--- config.mk ---
export PLATFORM = sky130hd
export DESIGN_NAME = vmc_isqrt
export DESIGN_NICKNAME = d
export VERILOG_FILES = /design/src/rtl/vmc_isqrt.sv
export SDC_FILE = /design/constraint.sdc
export NUM_CORES = 1
export LEC_CHECK = 0
export BUFFER_PORTS_ARGS = -buffer_cell sky130_fd_sc_hd__buf_4
export CAP_MARGIN = 20
export CORE_MARGIN = 3
export CORE_UTILIZATION = 45
export CTS_BUF_LIST = sky130_fd_sc_hd__clkbuf_2
export CTS_CLUSTER_DIAMETER = 200
export DETAILED_ROUTE_END_ITERATION = 10
export GPL_ROUTABILITY_DRIVEN = 1
export SYNTH_ARGS = -nofsm -noshare
export SYNTH_HDL_FRONTEND = slang
export SYNTH_SLANG_ARGS = --single-unit
--- constraint.sdc ---
create_clock -name clock -period 6.3 [get_ports clock]
set_clock_uncertainty 0.15 [all_clocks]
set_input_delay 0.315 -clock clock [delete_from_list [all_inputs] [get_ports clock]]
set_output_delay 0.315 -clock clock [all_outputs]
set_load 0.1 [all_outputs]
--- src/rtl/vmc_isqrt.sv ---
// ----------------------------------------------------------------------------
// vmc_isqrt
// Pipelined integer square root, one result bit per stage, with side payload.
// ----------------------------------------------------------------------------
module vmc_isqrt #(
   parameter int W  = 16,
   parameter int SW = 8
) (
   input  logic            clock,
   input  logic            reset,
   input  logic            enable,
   input  logic            in_valid,
   input  logic [2*W-1:0]  in_n,
   input  logic [SW-1:0]   in_side,
   output logic            out_valid,
   output logic [W-1:0]    out_root,
   output logic [SW-1:0]   out_side
);
   localparam int NW = 2 * W;
   localparam int RW = W + 2;

   logic          valid_ff [W];
   logic [RW-1:0] rem_ff   [W];
   logic [W-1:0]  root_ff  [W];
   logic [NW-1:0] n_ff     [W];
   logic [SW-1:0] side_ff  [W];

   for (genvar k = 0; k < W; k++) begin : g_stage
      logic          cur_valid;
      logic [RW-1:0] cur_rem;
      logic [W-1:0]  cur_root;
      logic [NW-1:0] cur_n;
      logic [SW-1:0] cur_side;
      logic [RW-1:0] part;
      logic [RW-1:0] trial;
      logic          take;
      logic [RW-1:0] rem_in;
      logic [W-1:0]  root_in;

      if (k == 0) begin : g_first
         assign cur_valid = in_valid;
         assign cur_rem   = '0;
         assign cur_root  = '0;
         assign cur_n     = in_n;
         assign cur_side  = in_side;
      end else begin : g_next
         assign cur_valid = valid_ff[k-1];
         assign cur_rem   = rem_ff[k-1];
         assign cur_root  = root_ff[k-1];
         assign cur_n     = n_ff[k-1];
         assign cur_side  = side_ff[k-1];
      end

      // remainder stays below 2*root+1, so the top two bits drop out safely
      assign part    = {cur_rem[RW-3:0], cur_n[NW-1 -: 2]};
      assign trial   = {cur_root, 2'b01};
      assign take    = (part >= trial);
      assign rem_in  = take ? (part - trial) : part;
      assign root_in = {cur_root[W-2:0], take};

      always_ff @(posedge clock) begin
         if (reset) begin
            valid_ff[k] <= 1'b0;
         end else if (enable) begin
            valid_ff[k] <= cur_valid;
         end
      end

      always_ff @(posedge clock) begin
         if (enable) begin
            rem_ff[k]  <= rem_in;
            root_ff[k] <= root_in;
            n_ff[k]    <= {cur_n[NW-3:0], 2'b00};
            side_ff[k] <= cur_side;
         end
      end
   end

   assign out_valid = valid_ff[W-1];
   assign out_root  = root_ff[W-1];
   assign out_side  = side_ff[W-1];

endmodule

==> results of run 1 <==
synth_stat cells, types with 4 or more instances:
cell type,n,share of area [%]
xor2_1,70,1.9
xnor2_1,92,2.5
a21oi_1,133,2.1
o211ai_1,13,0.31
mux2_2,36,1.3
a211oi_1,5,0.12
a21o_1,15,0.35
clkbuf_1,21,0.25
nand2_1,106,1.3
o31a_1,6,0.17
edfxtp_1,744,70
and2_1,27,0.53
o21ai_0,93,1.5
nand2b_1,32,0.63
nand3b_1,4,0.095
nor4_1,29,0.57
o31ai_1,16,0.38
ha_1,152,6.0
a31o_2,5,0.14
a31oi_1,8,0.16
or2_2,12,0.24
buf_2,7,0.11
or4_1,6,0.14
a21boi_0,7,0.17
nor3b_1,5,0.12
and3_1,8,0.16
nor2b_1,22,0.43
o21bai_1,8,0.19
nor2_1,133,1.6
nand4_1,18,0.35
nor3_1,47,0.74
inv_1,182,2.2
nand3_1,36,0.57
o21a_1,31,0.73
or3_1,21,0.41
logic make-up after synthesis:
family | Yosys count | synth area share, %
compound gates | 370 | 7.14
xor+xnor | 162 | 4.47
fa+ha+maj | 152 | 5.99
buf+inv | 213 | 2.54
flops | 744 | 70.3
mux | 37 | 1.31
other cells | 1 | 0.0118
simple gates | 519 | 8.19
registers in the layout, summed over array words and instances, names as in the netlist:
| register | flops |
|---|---|
| n_ff | 240 |
| rem_ff | 224 |
| root_ff | 136 |
| side_ff | 128 |
| valid_ff | 16 |
critical path: cells and delay by family (launching register included):
kind / cells / cell delay, ns
muxes: 1 / 0.35
DFF: 1 / 0.45
buffers and inverters: 2 / 0.32
adders and majority gates: 1 / 0.39
AOI/OAI and AO/OA: 1 / 0.05
and+or+nand+nor: 4 / 1.71
repair_timing:
item,in CTS,in global routing
setup buffers,0,0
hold buffers,129,0
hold endpoints to repair,801,0
area by class of cell:
type	instances	area (um2)
clock buffer	262	1310
multi-input combinational	1241	8620
sequential	744	22300
antenna	1	2.50
clock inverter	67	392
timing repair buffer	206	1950
fill	5918	32800
inverter	183	687
tap	931	1160
per-layer routing:
metal / GRT usage (%) / up-vias
met4: 7.07 / 0
li1: - / 9017
met1: 18.9 / 8742
met2: 24.8 / 407
met5: 0 / -
met3: 4.16 / 118
metrics by stage:
stage	cells	area (um2)
CTS	3633	36500
global route	3635	36500
floorplan	2198	31800
detailed placement	3175	33400
global placement	3175	33400
finish	3635	36500
power by group through the flow:
stage	clock network, W	registers (W)	logic [W]
2_1_floorplan	0	0.00645	0.00135
3_3_place_gp	0	0.00648	0.00186
3_5_place_dp	0	0.00650	0.00189
4_1_cts	0.00335	0.00638	0.00197
5_1_grt	0.00362	0.00644	0.00221
6_report	0.00314	0.00638	0.00197
cell usage in the layout (no fill, tap or decap), drive strengths merged, types with 15 or more instances in the layout:
cell type,count
o21a,31
clkbuf,262
xnor2,92
nor4,29
nor2,133
nand2,106
nand4,19
o31ai,16
or3,21
nor2b,22
edfxtp,744
mux2,36
nor3,47
buf,78
inv,188
and2,27
dlygate4sd3,128
a21o,15
o21ai,93
ha,152
nand2b,32
nand3,36
xor2,70
a21oi,134
clkinv,59
path summary, 6_finish.rpt:
| check | start | end | slack (ns) | cells after the start |
|---|---|---|---|---|
| min reg2reg | side_ff[0][58] | side_ff[1][2] | 0.25 | 0 |
| max | root_ff[11][1] | rem_ff[6][11] | 2.68 | 9 |
| max reg2reg | root_ff[11][1] | rem_ff[6][11] | 2.68 | 9 |
| min | side_ff[0][58] | side_ff[1][2] | 0.25 | 0 |
==> qor.txt, run 1 <==
Hold Worst Slack = 0.253 ns
Arr. time, crit path = 4.53 ns
Worst Path Required = 7.21 ns
Ys flop type = edfxtp_1
Yosys warnings = 0
CP Class = register to register
Max FO, Critical Path = 25
ANT nets after route = 0
Worst Hold Class = register to register
Slowest stage delay, CP = 0.72 ns
Period minus WS final = 3.62 ns
Initial Utilization = 45.8%
Root buf cell = clkbuf_2
Period utilization = 57.5%
EDFF count, synth = 744
Via count = 18,300
Status = complete, no violations
Sink Count = 744
Max cap viols = 0
Mean post-synth cell area = 14.4 um2
H-tree depth = 4
Hold Fails Final Rpt = 0
Vias in the first global route = 18,600
Worst VDD drop = 0.000165 V
I/O pin total = 69
Synth cell types = 64
Combinational share of power = 17.1%
Place WS = 2.56 ns
Post-Route Setup TNS = 0 ns
Detailed Place HPWL = 35.4 mm
Mapped Nets = 2,394
Full die area = 73,800 um2
Core area = 69,300 um2
Async S/R FF share, synth = 0%
DR WL/cell = 15.2 um
Cell Area, Synth = 31,800 um2
Utilization after layout = 52.6%
Drt total wl = 55.2 mm
Clock transition at path regs = 0.09 ns
Slowest-stage cell, CP = or3_1
First-pass GRT wire length = 90.7 mm
Power Dens Cells = 315 nW/um2
Total chip power = 0.0115 W
Unrepaired setup endpoints after global routing = false
Power share of the clock group = 27.4%
Relative slew slack = 30.7%
Final worst setup slack = 2.68 ns
Fin nets = 2,765
Worst-Margin Slew = 1.04 ns
PostCTS Resize Cnt = 0
Drc violations = 0
Routed wire length on met2 = 26.9 mm
1st-pass router iterations = 6
Metal-1 WL = 24.1 mm
Switching Fraction = 28.5%
Sequential share of power = 55.5%
Width of the die = 272 um
Cell breakdown of the critical path = inv_1 -> ha_1 -> nand4_1 -> or4b_1 -> or3b_1 -> a211oi_1 -> or3_1 -> inv_1 -> mux2_2
Gr ovfl total = 0
Vias per cell = 5.03
CTS Buffer Depth = 3
WL met3 = 2.62 mm
GRT Total Usage = 15.2%
Num CTS Buffers = 193
Area growth syn-to-layout = 14.8%
Row count = 96
Critical path endpoint category = register
Crit path launch type = register
PortBufs = 68
Die H = 272 um
FMAX = 276 MHz
Worst-Skew Late Latency = 1.30 ns
Initial antenna violation count = 1
Internal Dissipation = 0.00821 W
Largest net degree at the start of global routing = 187
Slew Viols, Final = 0
CTS tree = done
Max layer used = met4
Share of layout cells above drive strength 1 = 15.7%
Yosys reg bits = 744
Setup Viol. Count Final = 0
GP Congestion = 0.831
Register area share after synthesis = 70.3%
Leak Pwr = 14.1 nW
Switching power = 0.00327 W
Iter 0 DRT Violations = 1,134
Post-synthesis cell count = 2,198
Most common cell on crit path = inv_1
Note: power is estimated with default switching activity, not from simulation.
==> run 2, diff against run 1 <==
==> constraint.sdc (replaced) <==
create_clock -name clock -period 3.5 [get_ports clock]
set_clock_uncertainty 0.15 [all_clocks]
set_input_delay 0.175 -clock clock [delete_from_list [all_inputs] [get_ports clock]]
set_output_delay 0.175 -clock clock [all_outputs]
set_load 0.1 [all_outputs]
==> run 2 against run 1 <==
Design area is 0.14% higher; fmax grew 10%; sequential power increased by 80%; total power is 79% higher; sequential share of layout area is 0.084 points lower; critical path depth fell by 1; sequential cell count stayed put; count of clock-buffer cells in the layout is 9 lower; largest power group unchanged.
==> qor.txt, run 2 (synthesized netlist as in run 1, its figures left out) <==
Biggest regs = n_ff: 240 flops, rem_ff: 224 flops, root_ff: 136 flops
Drc violations = 0
GRT Total Usage = 15.6%
Hold Path End = n_ff[1][26]
Width of the die = 272 um
Slew Viols, Final = 0
Area growth syn-to-layout = 15.0%
CP Class = register to register
Post-DP Area = 33,600 um2
CTS tree = done
Via count = 18,200
Unrepaired setup endpoints after global routing = false
Initial Utilization = 45.8%
Worst VDD drop = 0.000278 V
Clock transition at path regs = 0.10 ns
Max FFs per register = 240
Vias in the first global route = 18,500
Leak Pwr = 14.2 nW
Most common cell after layout, fill and taps aside = edfxtp_1
Critical path endpoint category = register
Period minus WS final = 3.29 ns
Row count = 96
Worst-Skew Late Latency = 1.32 ns
PortBufs = 68
Worst R2R Start = rem_ff[5][26]
Share of layout cells above drive strength 1 = 16.0%
FMAX = 304 MHz
CTS hold repair buffers = 130
Die H = 272 um
Relative slew slack = 43.1%
Sink Count = 744
Post-Route Setup TNS = 0 ns
CTS Buffer Depth = 3
GP Congestion = 0.865
Max FO, Critical Path = 21
ANT nets after route = 0
Largest register by flop count = n_ff
Drt total wl = 56.4 mm
Setup Viol. Count Final = 0
Hold_sp = n_ff[0][234]
DR WL/cell = 15.5 um
Power Dens Cells = 561 nW/um2
Root buf cell = clkbuf_2
Fin nets = 2,778
Cell count of the worst hold path = 0
Period utilization = 94.0%
Num CTS Buffers = 187
Crit path launch type = register
Largest net degree at the start of global routing = 97
R2r endpoint = rem_ff[6][9]
Arr. time, crit path = 4.15 ns
Max cap viols = 0
Full die area = 73,800 um2
Initial antenna violation count = 2
Worst Path Required = 4.36 ns
Vias per cell = 5.00
Post-CTS setup repair buffer count = 0
R2R setup slack = 0.21 ns
Hold Fails Final Rpt = 0
Worst r2r path cells = 8
Worst-Margin Slew = 0.852 ns
Iter 0 DRT Violations = 918
Worst Hold Class = register to register
First-pass GRT wire length = 92.3 mm
PostCTS Resize Cnt = 0
Final instance area = 36,500 um2
Status = complete, no violations
Fillers = 5,859
I/O pin total = 69
Detailed Place HPWL = 37.0 mm
Most frequent cells in the layout = edfxtp_1 (744), clkbuf_2 (253), inv_1 (182), ha_1 (152)
Gr ovfl total = 0
1st-pass router iterations = 5
Core area = 69,300 um2
H-tree depth = 4
==> run 2: cell types whose count changed in the layout (fill, tap and decap cells not counted), moves of 2 or more <==
cell,change
buf_12,+4
clkinv_8,-2
clkinv_1,-14
clkbuf_2,-9
buf_4,+15
diode_2,+3
clkinv_4,+2
==> run 2: worst max-delay path, cell delays in order (launching register included) <==
cell and delay, ns:
edfxtp_1 0.41, ha_1 0.45, nand4_1 0.19, or4b_1 0.58
or3b_1 0.22, a211oi_1 0.06, or3_1 0.43, buf_4 0.24
mux2_2 0.29
==> run 2: per-stage QoR <==
stage,worst slack [ns],hold slack [ns],total power [W],instances,utilization [%]
6_report,0.209,0.222,0.0205,3633,52.7
5_1_grt,0.127,0.226,0.0218,3631,52.7
4_1_cts,0.288,0.182,0.0209,3629,52.7
3_5_place_dp,0.284,0.204,0.0152,3194,48.5
3_3_place_gp,0.325,0.203,0.0151,3194,48.5
2_1_floorplan,0.637,0.124,0.0140,2198,-
==> run 2: where the power goes <==
group / internal, W / switching (W) / total [W] / leakage, nW
clock: 0.00206 / 0.00337 / 0.00543 / 1.20
combinational: 0.00159 / 0.00200 / 0.00359 / 5.78
sequential: 0.0110 / 0.000498 / 0.0115 / 7.18
total: 0.0146 / 0.00587 / 0.0205 / 14.2
==> run 2: worst max path at each step <==
stage	startpoint	end	slack, ns
after floorplan	rem_ff[5][23]	rem_ff[6][11]	0.64
after global placement	rem_ff[5][26]	rem_ff[6][9]	0.32
after detailed placement	rem_ff[5][26]	rem_ff[6][10]	0.28
after CTS	rem_ff[5][26]	rem_ff[6][9]	0.29
after global routing	root_ff[9][5]	rem_ff[5][3]	0.13
final	rem_ff[5][26]	rem_ff[6][9]	0.21
==> run 2: layer usage <==
metal	wire, um	GRT usage, %
met1	24200	19.4
met2	27400	25.6
met3	3120	4.14
met4	1700	7.07
met5	0	0
==> run 2: layout make-up <==
type | count | area [um2] | area share, %
antenna | 4 | 10.0 | 0.0274
clock buffer | 253 | 1270 | 3.47
clock inverter | 52 | 292 | 0.798
inverter | 183 | 687 | 1.88
multi-input combinational | 1241 | 8620 | 23.6
sequential | 744 | 22300 | 61.2
tap | 931 | 1160 | 3.19
timing repair buffer | 225 | 2140 | 5.86
